[src/sv/sm4_pkg.sv]
// sm4_pkg: shared types, constants and functions for the sm4 block cipher
// s-box table, fk constants, ck generation and register indexes
// no dependencies
`timescale 1ns / 1ps

package sm4_pkg;

	localparam int ROUND_COUNT = 32;
	localparam int CNT_W       = $clog2(ROUND_COUNT);
	localparam int WORD_W      = 32;
	localparam int HALF_W      = 64;
	localparam int CFG_INDEX_W = 2;
	localparam int CFG_DATA_W  = HALF_W;

	typedef logic [WORD_W-1:0]      word_t;
	typedef logic [3:0][WORD_W-1:0] sm4_state_t;
	typedef logic [CNT_W-1:0]       round_idx_t;
	typedef logic [HALF_W-1:0]      half_t;

	// selects which linear transform the round unit applies
	typedef enum logic {
		MIX_KEY,
		MIX_DATA
	} sm4_mix_t;

	// configuration register indexes
	localparam logic [CFG_INDEX_W-1:0] CFG_KEY_HIGH = CFG_INDEX_W'(0);
	localparam logic [CFG_INDEX_W-1:0] CFG_KEY_LOW  = CFG_INDEX_W'(1);

	localparam round_idx_t ROUND_LAST = CNT_W'(ROUND_COUNT - 1);

	// system parameter fk, word 0 first
	localparam word_t FK0 = 32'ha3b1bac6;
	localparam word_t FK1 = 32'h56aa3350;
	localparam word_t FK2 = 32'h677d9197;
	localparam word_t FK3 = 32'hb27022dc;

	localparam logic [7:0] SBOX [0:255] = '{
		8'hD6, 8'h90, 8'hE9, 8'hFE, 8'hCC, 8'hE1, 8'h3D, 8'hB7,
		8'h16, 8'hB6, 8'h14, 8'hC2, 8'h28, 8'hFB, 8'h2C, 8'h05,
		8'h2B, 8'h67, 8'h9A, 8'h76, 8'h2A, 8'hBE, 8'h04, 8'hC3,
		8'hAA, 8'h44, 8'h13, 8'h26, 8'h49, 8'h86, 8'h06, 8'h99,
		8'h9C, 8'h42, 8'h50, 8'hF4, 8'h91, 8'hEF, 8'h98, 8'h7A,
		8'h33, 8'h54, 8'h0B, 8'h43, 8'hED, 8'hCF, 8'hAC, 8'h62,
		8'hE4, 8'hB3, 8'h1C, 8'hA9, 8'hC9, 8'h08, 8'hE8, 8'h95,
		8'h80, 8'hDF, 8'h94, 8'hFA, 8'h75, 8'h8F, 8'h3F, 8'hA6,
		8'h47, 8'h07, 8'hA7, 8'hFC, 8'hF3, 8'h73, 8'h17, 8'hBA,
		8'h83, 8'h59, 8'h3C, 8'h19, 8'hE6, 8'h85, 8'h4F, 8'hA8,
		8'h68, 8'h6B, 8'h81, 8'hB2, 8'h71, 8'h64, 8'hDA, 8'h8B,
		8'hF8, 8'hEB, 8'h0F, 8'h4B, 8'h70, 8'h56, 8'h9D, 8'h35,
		8'h1E, 8'h24, 8'h0E, 8'h5E, 8'h63, 8'h58, 8'hD1, 8'hA2,
		8'h25, 8'h22, 8'h7C, 8'h3B, 8'h01, 8'h21, 8'h78, 8'h87,
		8'hD4, 8'h00, 8'h46, 8'h57, 8'h9F, 8'hD3, 8'h27, 8'h52,
		8'h4C, 8'h36, 8'h02, 8'hE7, 8'hA0, 8'hC4, 8'hC8, 8'h9E,
		8'hEA, 8'hBF, 8'h8A, 8'hD2, 8'h40, 8'hC7, 8'h38, 8'hB5,
		8'hA3, 8'hF7, 8'hF2, 8'hCE, 8'hF9, 8'h61, 8'h15, 8'hA1,
		8'hE0, 8'hAE, 8'h5D, 8'hA4, 8'h9B, 8'h34, 8'h1A, 8'h55,
		8'hAD, 8'h93, 8'h32, 8'h30, 8'hF5, 8'h8C, 8'hB1, 8'hE3,
		8'h1D, 8'hF6, 8'hE2, 8'h2E, 8'h82, 8'h66, 8'hCA, 8'h60,
		8'hC0, 8'h29, 8'h23, 8'hAB, 8'h0D, 8'h53, 8'h4E, 8'h6F,
		8'hD5, 8'hDB, 8'h37, 8'h45, 8'hDE, 8'hFD, 8'h8E, 8'h2F,
		8'h03, 8'hFF, 8'h6A, 8'h72, 8'h6D, 8'h6C, 8'h5B, 8'h51,
		8'h8D, 8'h1B, 8'hAF, 8'h92, 8'hBB, 8'hDD, 8'hBC, 8'h7F,
		8'h11, 8'hD9, 8'h5C, 8'h41, 8'h1F, 8'h10, 8'h5A, 8'hD8,
		8'h0A, 8'hC1, 8'h31, 8'h88, 8'hA5, 8'hCD, 8'h7B, 8'hBD,
		8'h2D, 8'h74, 8'hD0, 8'h12, 8'hB8, 8'hE5, 8'hB4, 8'hB0,
		8'h89, 8'h69, 8'h97, 8'h4A, 8'h0C, 8'h96, 8'h77, 8'h7E,
		8'h65, 8'hB9, 8'hF1, 8'h09, 8'hC5, 8'h6E, 8'hC6, 8'h84,
		8'h18, 8'hF0, 8'h7D, 8'hEC, 8'h3A, 8'hDC, 8'h4D, 8'h20,
		8'h79, 8'hEE, 8'h5F, 8'h3E, 8'hD7, 8'hCB, 8'h39, 8'h48
	};

	// byte-wise s-box over one word
	function automatic word_t subst(input word_t v);
		word_t r;
		r = {SBOX[v[31:24]], SBOX[v[23:16]], SBOX[v[15:8]], SBOX[v[7:0]]};
		return r;
	endfunction

	// ck constant: byte j from the top is 7 * (4i + j) mod 256
	function automatic word_t ck_word(input round_idx_t i);
		word_t w;
		logic [7:0] base;
		base = {1'b0, i, 2'b00};
		w[31:24] = 8'(7 * (base + 8'd0));
		w[23:16] = 8'(7 * (base + 8'd1));
		w[15:8]  = 8'(7 * (base + 8'd2));
		w[7:0]   = 8'(7 * (base + 8'd3));
		return w;
	endfunction

endpackage

[src/sv/sm4_in_if.sv]
// sm4_in_if: input channel carrying one block transfer request
// depends on sm4_pkg
`timescale 1ns / 1ps

interface sm4_in_if;
	import sm4_pkg::*;

	logic  valid;
	logic  ready;
	logic  operation;
	half_t block_high;
	half_t block_low;
	logic  xor_enable;
	half_t mask_high;
	half_t mask_low;

	modport source (
		output valid, operation, block_high, block_low, xor_enable, mask_high, mask_low,
		input  ready
	);

	modport sink (
		input  valid, operation, block_high, block_low, xor_enable, mask_high, mask_low,
		output ready
	);
endinterface

[src/sv/sm4_out_if.sv]
// sm4_out_if: output channel carrying one result block
// depends on sm4_pkg
`timescale 1ns / 1ps

interface sm4_out_if;
	import sm4_pkg::*;

	logic  valid;
	logic  ready;
	half_t result_high;
	half_t result_low;

	modport source (
		output valid, result_high, result_low,
		input  ready
	);

	modport sink (
		input  valid, result_high, result_low,
		output ready
	);
endinterface

[src/sv/sm4_round_unit.sv]
// sm4_round_unit: shared round function for key schedule and data rounds
// computes x0 ^ L(S(x1 ^ x2 ^ x3 ^ operand)); depends on sm4_pkg
`timescale 1ns / 1ps

module sm4_round_unit (
	input  sm4_pkg::sm4_state_t w,
	input  sm4_pkg::word_t      operand,
	input  sm4_pkg::sm4_mix_t   mode,
	output sm4_pkg::word_t      nx
);
	import sm4_pkg::*;

	word_t t;
	word_t lin_key;
	word_t lin_data;

	// nonlinear layer
	assign t = subst(w[1] ^ w[2] ^ w[3] ^ operand);

	// key schedule transform: rotations by 13 and 23
	assign lin_key = t ^ {t[18:0], t[31:19]} ^ {t[8:0], t[31:9]};

	// data transform: rotations by 2, 10, 18 and 24
	assign lin_data = t ^ {t[29:0], t[31:30]} ^ {t[21:0], t[31:22]}
		^ {t[13:0], t[31:14]} ^ {t[7:0], t[31:8]};

	always_comb begin
		unique case (mode)
			MIX_KEY:  nx = w[0] ^ lin_key;
			MIX_DATA: nx = w[0] ^ lin_data;
			default:  nx = w[0] ^ lin_data;
		endcase
	end
endmodule

[src/sv/sm4_key_store.sv]
// sm4_key_store: generic ram, one write port and one registered read port
// width and depth set by parameters; no dependencies
`timescale 1ns / 1ps

module sm4_key_store #(
	parameter int WIDTH = 32,
	parameter int DEPTH = 32
) (
	input  logic                     clk,
	input  logic                     we,
	input  logic [$clog2(DEPTH)-1:0] waddr,
	input  logic [WIDTH-1:0]         wdata,
	input  logic [$clog2(DEPTH)-1:0] raddr,
	output logic [WIDTH-1:0]         rdata
);
	logic [WIDTH-1:0] mem_q [DEPTH];

	// write port and registered read
	always_ff @(posedge clk) begin
		if (we) begin
			mem_q[waddr] <= wdata;
		end
		rdata <= mem_q[raddr];
	end
endmodule

[src/sv/sm4_block_cipher_top.sv]
// sm4 block cipher: 32 rounds, one round per cycle on a shared round unit.
// a block is accepted only while idle; no new block is taken until the last result has
// been loaded into the output register, which waits while an unread result is held.
// a key write (and reset) runs a key load and expansion on the same unit,
// during which no input is accepted; reset expands the all-zero key.
// reset: asynchronous, active low; clears the sequencer, key and output valid.
`timescale 1ns / 1ps

module sm4_block_cipher_top (
	input  logic                                clk,
	input  logic                                arst_n,
	input  logic                                cfg_write,
	input  logic [sm4_pkg::CFG_INDEX_W-1:0]     cfg_index,
	input  logic [sm4_pkg::CFG_DATA_W-1:0]      cfg_data,
	sm4_in_if.sink                              data_in,
	sm4_out_if.source                           data_out
);
	import sm4_pkg::*;

	typedef enum logic [2:0] {
		S_KEYLOAD,
		S_EXPAND,
		S_IDLE,
		S_RUN,
		S_DONE
	} state_t;

	state_t     state_q;
	round_idx_t cnt_q;
	sm4_state_t w_q;
	half_t      key_high_q;
	half_t      key_low_q;
	logic       op_q;
	logic       xen_q;
	half_t      mask_high_q;
	half_t      mask_low_q;
	logic       out_valid_q;
	half_t      res_high_q;
	half_t      res_low_q;

	logic       go_keyload;
	logic       in_xfer;
	word_t      rk;
	word_t      operand;
	sm4_mix_t   mode;
	word_t      nx;
	round_idx_t rd_cnt;
	logic       rd_op;
	round_idx_t rk_addr;
	sm4_state_t w_shift;
	half_t      fin_high;
	half_t      fin_low;

	// a key write restarts the expansion
	assign go_keyload = cfg_write && (cfg_index == CFG_KEY_HIGH || cfg_index == CFG_KEY_LOW);

	assign data_in.ready = (state_q == S_IDLE) && !go_keyload;
	assign in_xfer       = data_in.valid && data_in.ready;

	// round key read ahead from the registered store: round 0 while idle, next round while running
	assign rd_cnt  = (state_q == S_RUN) ? round_idx_t'(cnt_q + 1'b1) : '0;
	assign rd_op   = (state_q == S_RUN) ? op_q : data_in.operation;

	// round key order reverses for decryption
	assign rk_addr = rd_op ? round_idx_t'(ROUND_LAST - rd_cnt) : rd_cnt;

	sm4_key_store #(
		.WIDTH (WORD_W),
		.DEPTH (ROUND_COUNT)
	) u_key_store (
		.clk   (clk),
		.we    (state_q == S_EXPAND),
		.waddr (cnt_q),
		.wdata (nx),
		.raddr (rk_addr),
		.rdata (rk)
	);

	// operand select for the shared unit
	assign mode    = (state_q == S_EXPAND) ? MIX_KEY : MIX_DATA;
	assign operand = (state_q == S_EXPAND) ? ck_word(cnt_q) : rk;

	sm4_round_unit u_round (
		.w       (w_q),
		.operand (operand),
		.mode    (mode),
		.nx      (nx)
	);

	assign w_shift = {nx, w_q[3], w_q[2], w_q[1]};

	// reversed words, optional mask
	assign fin_high = {w_q[3], w_q[2]} ^ (xen_q ? mask_high_q : '0);
	assign fin_low  = {w_q[1], w_q[0]} ^ (xen_q ? mask_low_q : '0);

	// sequencer, working state and output register
	always_ff @(posedge clk or negedge arst_n) begin
		if (!arst_n) begin
			state_q     <= S_KEYLOAD;
			cnt_q       <= '0;
			w_q         <= '0;
			key_high_q  <= '0;
			key_low_q   <= '0;
			op_q        <= 1'b0;
			xen_q       <= 1'b0;
			mask_high_q <= '0;
			mask_low_q  <= '0;
			out_valid_q <= 1'b0;
			res_high_q  <= '0;
			res_low_q   <= '0;
		end else begin
			if (cfg_write && cfg_index == CFG_KEY_HIGH) begin
				key_high_q <= cfg_data;
			end
			if (cfg_write && cfg_index == CFG_KEY_LOW) begin
				key_low_q <= cfg_data;
			end
			// result taken, unless a new one is loaded this cycle
			if (data_out.ready && (go_keyload || state_q != S_DONE)) begin
				out_valid_q <= 1'b0;
			end
			if (go_keyload) begin
				state_q <= S_KEYLOAD;
			end else begin
				unique case (state_q)
					S_KEYLOAD: begin
						w_q[0]  <= key_high_q[63:32] ^ FK0;
						w_q[1]  <= key_high_q[31:0] ^ FK1;
						w_q[2]  <= key_low_q[63:32] ^ FK2;
						w_q[3]  <= key_low_q[31:0] ^ FK3;
						cnt_q   <= '0;
						state_q <= S_EXPAND;
					end
					S_EXPAND: begin
						w_q   <= w_shift;
						cnt_q <= cnt_q + 1'b1;
						if (cnt_q == ROUND_LAST) begin
							state_q <= S_IDLE;
						end
					end
					S_IDLE: begin
						if (in_xfer) begin
							w_q[0]      <= data_in.block_high[63:32];
							w_q[1]      <= data_in.block_high[31:0];
							w_q[2]      <= data_in.block_low[63:32];
							w_q[3]      <= data_in.block_low[31:0];
							op_q        <= data_in.operation;
							xen_q       <= data_in.xor_enable;
							mask_high_q <= data_in.mask_high;
							mask_low_q  <= data_in.mask_low;
							cnt_q       <= '0;
							state_q     <= S_RUN;
						end
					end
					S_RUN: begin
						w_q   <= w_shift;
						cnt_q <= cnt_q + 1'b1;
						if (cnt_q == ROUND_LAST) begin
							state_q <= S_DONE;
						end
					end
					S_DONE: begin
						if (!out_valid_q || data_out.ready) begin
							res_high_q  <= fin_high;
							res_low_q   <= fin_low;
							out_valid_q <= 1'b1;
							state_q     <= S_IDLE;
						end
					end
					default: begin
						state_q <= S_KEYLOAD;
					end
				endcase
			end
		end
	end

	assign data_out.valid       = out_valid_q;
	assign data_out.result_high = res_high_q;
	assign data_out.result_low  = res_low_q;
endmodule

[src/flat_wrapper.sv]
// flat-port wrapper written by rule: the top's interface ports become plain ports
module sm4_block_cipher_top_flat import sm4_pkg::*;
  (clk, arst_n, cfg_write, cfg_index, cfg_data, data_in_valid, data_in_operation, data_in_block_high, data_in_block_low, data_in_xor_enable, data_in_mask_high, data_in_mask_low, data_in_ready, data_out_valid, data_out_result_high, data_out_result_low, data_out_ready);
  sm4_in_if data_in_i ();
  sm4_out_if data_out_i ();
  input  logic clk;
  input  logic arst_n;
  input  logic cfg_write;
  input  logic [sm4_pkg::CFG_INDEX_W-1:0] cfg_index;
  input  logic [sm4_pkg::CFG_DATA_W-1:0] cfg_data;
  input wire logic [$bits(data_in_i.valid)-1:0] data_in_valid;
  input wire logic [$bits(data_in_i.operation)-1:0] data_in_operation;
  input wire logic [$bits(data_in_i.block_high)-1:0] data_in_block_high;
  input wire logic [$bits(data_in_i.block_low)-1:0] data_in_block_low;
  input wire logic [$bits(data_in_i.xor_enable)-1:0] data_in_xor_enable;
  input wire logic [$bits(data_in_i.mask_high)-1:0] data_in_mask_high;
  input wire logic [$bits(data_in_i.mask_low)-1:0] data_in_mask_low;
  output wire logic [$bits(data_in_i.ready)-1:0] data_in_ready;
  output wire logic [$bits(data_out_i.valid)-1:0] data_out_valid;
  output wire logic [$bits(data_out_i.result_high)-1:0] data_out_result_high;
  output wire logic [$bits(data_out_i.result_low)-1:0] data_out_result_low;
  input wire logic [$bits(data_out_i.ready)-1:0] data_out_ready;
  assign data_in_i.valid = data_in_valid;
  assign data_in_i.operation = data_in_operation;
  assign data_in_i.block_high = data_in_block_high;
  assign data_in_i.block_low = data_in_block_low;
  assign data_in_i.xor_enable = data_in_xor_enable;
  assign data_in_i.mask_high = data_in_mask_high;
  assign data_in_i.mask_low = data_in_mask_low;
  assign data_in_ready = data_in_i.ready;
  assign data_out_valid = data_out_i.valid;
  assign data_out_result_high = data_out_i.result_high;
  assign data_out_result_low = data_out_i.result_low;
  assign data_out_i.ready = data_out_ready;
  sm4_block_cipher_top u_core (.clk(clk), .arst_n(arst_n), .cfg_write(cfg_write), .cfg_index(cfg_index), .cfg_data(cfg_data), .data_in(data_in_i), .data_out(data_out_i));
endmodule
[config.mk]
export PLATFORM = sky130hd
export DESIGN_NAME = sm4_block_cipher_top_flat
export DESIGN_NICKNAME = d
export VERILOG_FILES = /design/src/sv/sm4_pkg.sv /design/src/sv/sm4_in_if.sv /design/src/sv/sm4_out_if.sv /design/src/sv/sm4_round_unit.sv /design/src/sv/sm4_key_store.sv /design/src/sv/sm4_block_cipher_top.sv /design/src/flat_wrapper.sv
export SDC_FILE = /design/constraint.sdc
export NUM_CORES = 2
export LEC_CHECK = 0
export BUFFER_PORTS_ARGS = -buffer_cell sky130_fd_sc_hd__buf_2
export CAP_MARGIN = 25
export CORE_MARGIN = 4
export CORE_UTILIZATION = 45
export DETAILED_ROUTE_END_ITERATION = 10
export GPL_TIMING_DRIVEN = 1
export SKIP_CTS_REPAIR_TIMING = 1
export SYNTH_ARGS = -nofsm -noshare
export SYNTH_HDL_FRONTEND = slang
export SYNTH_SLANG_ARGS = --single-unit
[constraint.sdc]
create_clock -name clk -period 18.05 [get_ports clk]
set_input_delay 3.61 -clock clk [delete_from_list [all_inputs] [get_ports clk]]
set_output_delay 3.61 -clock clk [all_outputs]
set_load 0.05 [all_outputs]
==> summary.txt <==
Synth
  • Post-synthesis register bit count: about 1.6k
  • Synth unique cells: roughly 120
  • Synth Instances: about 6.8k
  • Syn. warnings: 0
  • Ys async rst share: approximately a third
  • EDFF count, synth: between 1k and 1.5k
  • Post-synth top flop: edfxtp_1
  • Mapped Nets: 7175
  • Post-synthesis instance area: between 80000 and 90000 µm²
  • Mean post-synth cell area: roughly 12 µm²
  • Sequential share of the synthesized area: between 50% and 60%

Timing
  • Slew Limit Headroom: between 10% and 20%
  • Final period util: between 40% and 50%
  • Final Slew Violations: 0
  • Fin Setup TNS: 0 ps
  • Setup violators final: 0
  • Final worst path period need: about 8500 ps
  • Actual slew at the worst max-slew pin: around 1200 ps
  • Final clock skew: ~73 ps
  • Final hold vios: 0
  • RSZ-0062 raised after global routing: false
  • Fmax: about 0.12 GHz

Critical path
  • Critical path type: input pin to primary output
  • Worst path bufs/invs: 3
  • CP Launch Type: input pin
  • CP peak stage delay: between 400 and 500 ps
  • Critical Path RT: around 14000 ps
  • CP cell instances: buf_2 > nor2b_1 > buf_4 > nor2_1 > buf_2
  • Crit Path Max Fanout: 6
  • Top delay family on crit path: buffers and inverters
  • Critical Path AT: 4920 ps
  • Top cell by count, worst path: buf_2
  • Worst Setup End Kind: primary output
  • Slowest CP cell: nor2_1

Global routing
  • Largest net degree at the start of global routing: approximately 150
  • Initial antenna violation count: between 70 and 80
  • GRT Overall Usage: 32.0%
  • Global-route wire length before repair: around 430000 µm
  • Vias in the first global route: between 50k and 60k
  • GRT overflow: 0

Place
  • Placer Congestion: about 0.99
  • PortBufs: 458
  • Post-DP HPWL: roughly 200000 µm

Clock tree
  • Clk sink count: 1579
  • TritonCTS clock tree: built
  • Deepest clock path buffer count: 3
  • Cts bufs inserted: 164
  • Clk slew on worst S/H paths: roughly 60 ps
  • Max H-tree Level: 4
  • Skew-Pair Late Insertion Delay: about 850 ps
  • Root Buffer: clkbuf_16

Drt
  • DRT Pass-1 Iters: 8
  • DR WL/cell: around 32 µm
  • DR DRC count: 0
  • DR vias: slightly above 60k
  • Antenna viol nets, final: 0
  • Via/cell ratio: between 6 and 7
  • Routed wire length: ~300000 µm
  • Iter 0 DRT Violations: roughly 8.7k

Die
  • Die area: 186000 µm²
  • Row cnt: 155
  • Core Box Area: ~180000 µm²
  • Initial core utilization: a little under half
  • Die Y: 431 µm
  • Die W: roughly 430 µm
  • Boundary Pins: 459

Hold path
  • HP Class: register to register

Run status
  • Outcome: finished clean

Layout
  • Share of layout cells above drive strength 1: ~23%
  • Final nets: between 7k and 8k
  • Area Growth Syn to Fin: 13.6%

Job
  • Max Cap Violations: 0
-- metrics by stage --
stage	std cells	setup WS (ps)	instance area (µm²)	util, %	hold WS, ps
global route	9584	9460	91600	51.4	521
floorplan	6785	9970	80600	-	475
finish	9589	9520	91600	51.4	501
CTS	9532	9550	91400	51.3	506
detailed placement	9229	9560	85800	48.1	493
global placement	9225	9520	85700	48.1	487
-- path summary, 6_finish.rpt --
path | startpoint | endpoint | slack (ps) | cells after the start
worst min register to register | u_core.key_high_q[61] | u_core.key_high_q[61] | 500 | 1
worst max register to register | u_core.state_q[1] | u_core.u_key_store.mem_q[0][9] | 10160 | 18
worst min-delay path | u_core.key_high_q[61] | u_core.key_high_q[61] | 500 | 1
min in group asynchronous | arst_n | u_core.data_out.result_high[51] | 2840 | 1
worst max-delay path | cfg_write | data_in_ready | 9520 | 5
max in group asynchronous | arst_n | u_core.w_q[9] | 12840 | 3
-- area by class of cell --
cell class,instances,area [µm²]
fill,15500,86600
sequential,1579,44500
multi-input combinational,4606,34400
clock buffer,221,4570
timing repair buffer,654,3920
tap,2355,2950
clock inverter,82,1010
inverter,40,150
antenna,52,130
-- synthesized netlist by cell type, types with 134 or more instances --
master / number / area, µm²
nand2_1: 895 / 3360
nor2_1: 495 / 1860
edfxtp_1: 1024 / 30700
o21ai_0: 367 / 1840
dfrtp_1: 523 / 13100
nand3_1: 170 / 851
xor2_1: 236 / 2070
clkbuf_1: 319 / 1200
buf_2: 134 / 671
mux2_2: 260 / 2930
xnor2_1: 167 / 1460
mux4_2: 267 / 6010
a21oi_1: 452 / 2260
-- worst register-to-register path, cell delays in order (launching register included) --
cell     delay [ps]
dfrtp_1         690
or3b_4          570
buf_4           630
nand2_1         260
xor2_1          200
buf_4           260
inv_1           740
ha_1            880
mux2i_1         170
a221o_1         330
a41oi_1         310
a31oi_1         130
o22ai_1         820
xnor2_1         340
xnor2_1         210
xnor2_1         370
a21oi_1         220
xnor2_2         180
buf_4           330
-- logic make-up (layout without fill, tap and decap cells) --
logic type	after synthesis	count (layout)	share of synthesized area [%]
AND/OR/NAND/NOR	1824	1824	9.64
AO/OA/AOI/OAI	1698	1698	14.0
flip-flops	1579	1579	55.2
buffers and inverters	600	997	3.17
multiplexers	590	590	11.9
XOR/XNOR	432	432	5.05
adder cells (fa/ha/maj)	62	62	1.02
other	0	52	0
-- metal layers --
metal	up-vias	global-route usage, %	routed length, µm
li1	26100	-	-
met1	31600	45.1	122000
met2	3836	47.9	138000
met3	716	7.75	33500
met4	14	12.8	14100
met5	-	0	92
-- state kept, by name (all words and copies together), names as in the netlist --
register,cells
u_core.mask_low_q,64
u_core.w_q,128
u_core.data_out.valid,1
u_core.op_q,1
u_core.u_key_store.rdata,32
u_core.xen_q,1
u_core.key_high_q,64
u_core.cnt_q,5
u_core.data_out.result_high,64
u_core.key_low_q,64
u_core.u_key_store.mem_q,1024
u_core.mask_high_q,64
u_core.data_out.result_low,64
u_core.state_q,3
-- placed cells by master (no fill, tap or decap), types with 167 or more instances in the layout --
cell type and instances:
xor2_1 222, nand2_1 892, mux2_2 260, buf_2 457
edfxtp_1 1024, nor2_1 474, dfrtp_1 522, buf_4 186
mux4_2 267, nand3_1 170, a21oi_1 450, o21ai_0 367
clkbuf_16 167
Power is left out: the tool's default activity adds up to more than one toggle a clock period on the data nets, which glitch-free logic cannot reach.
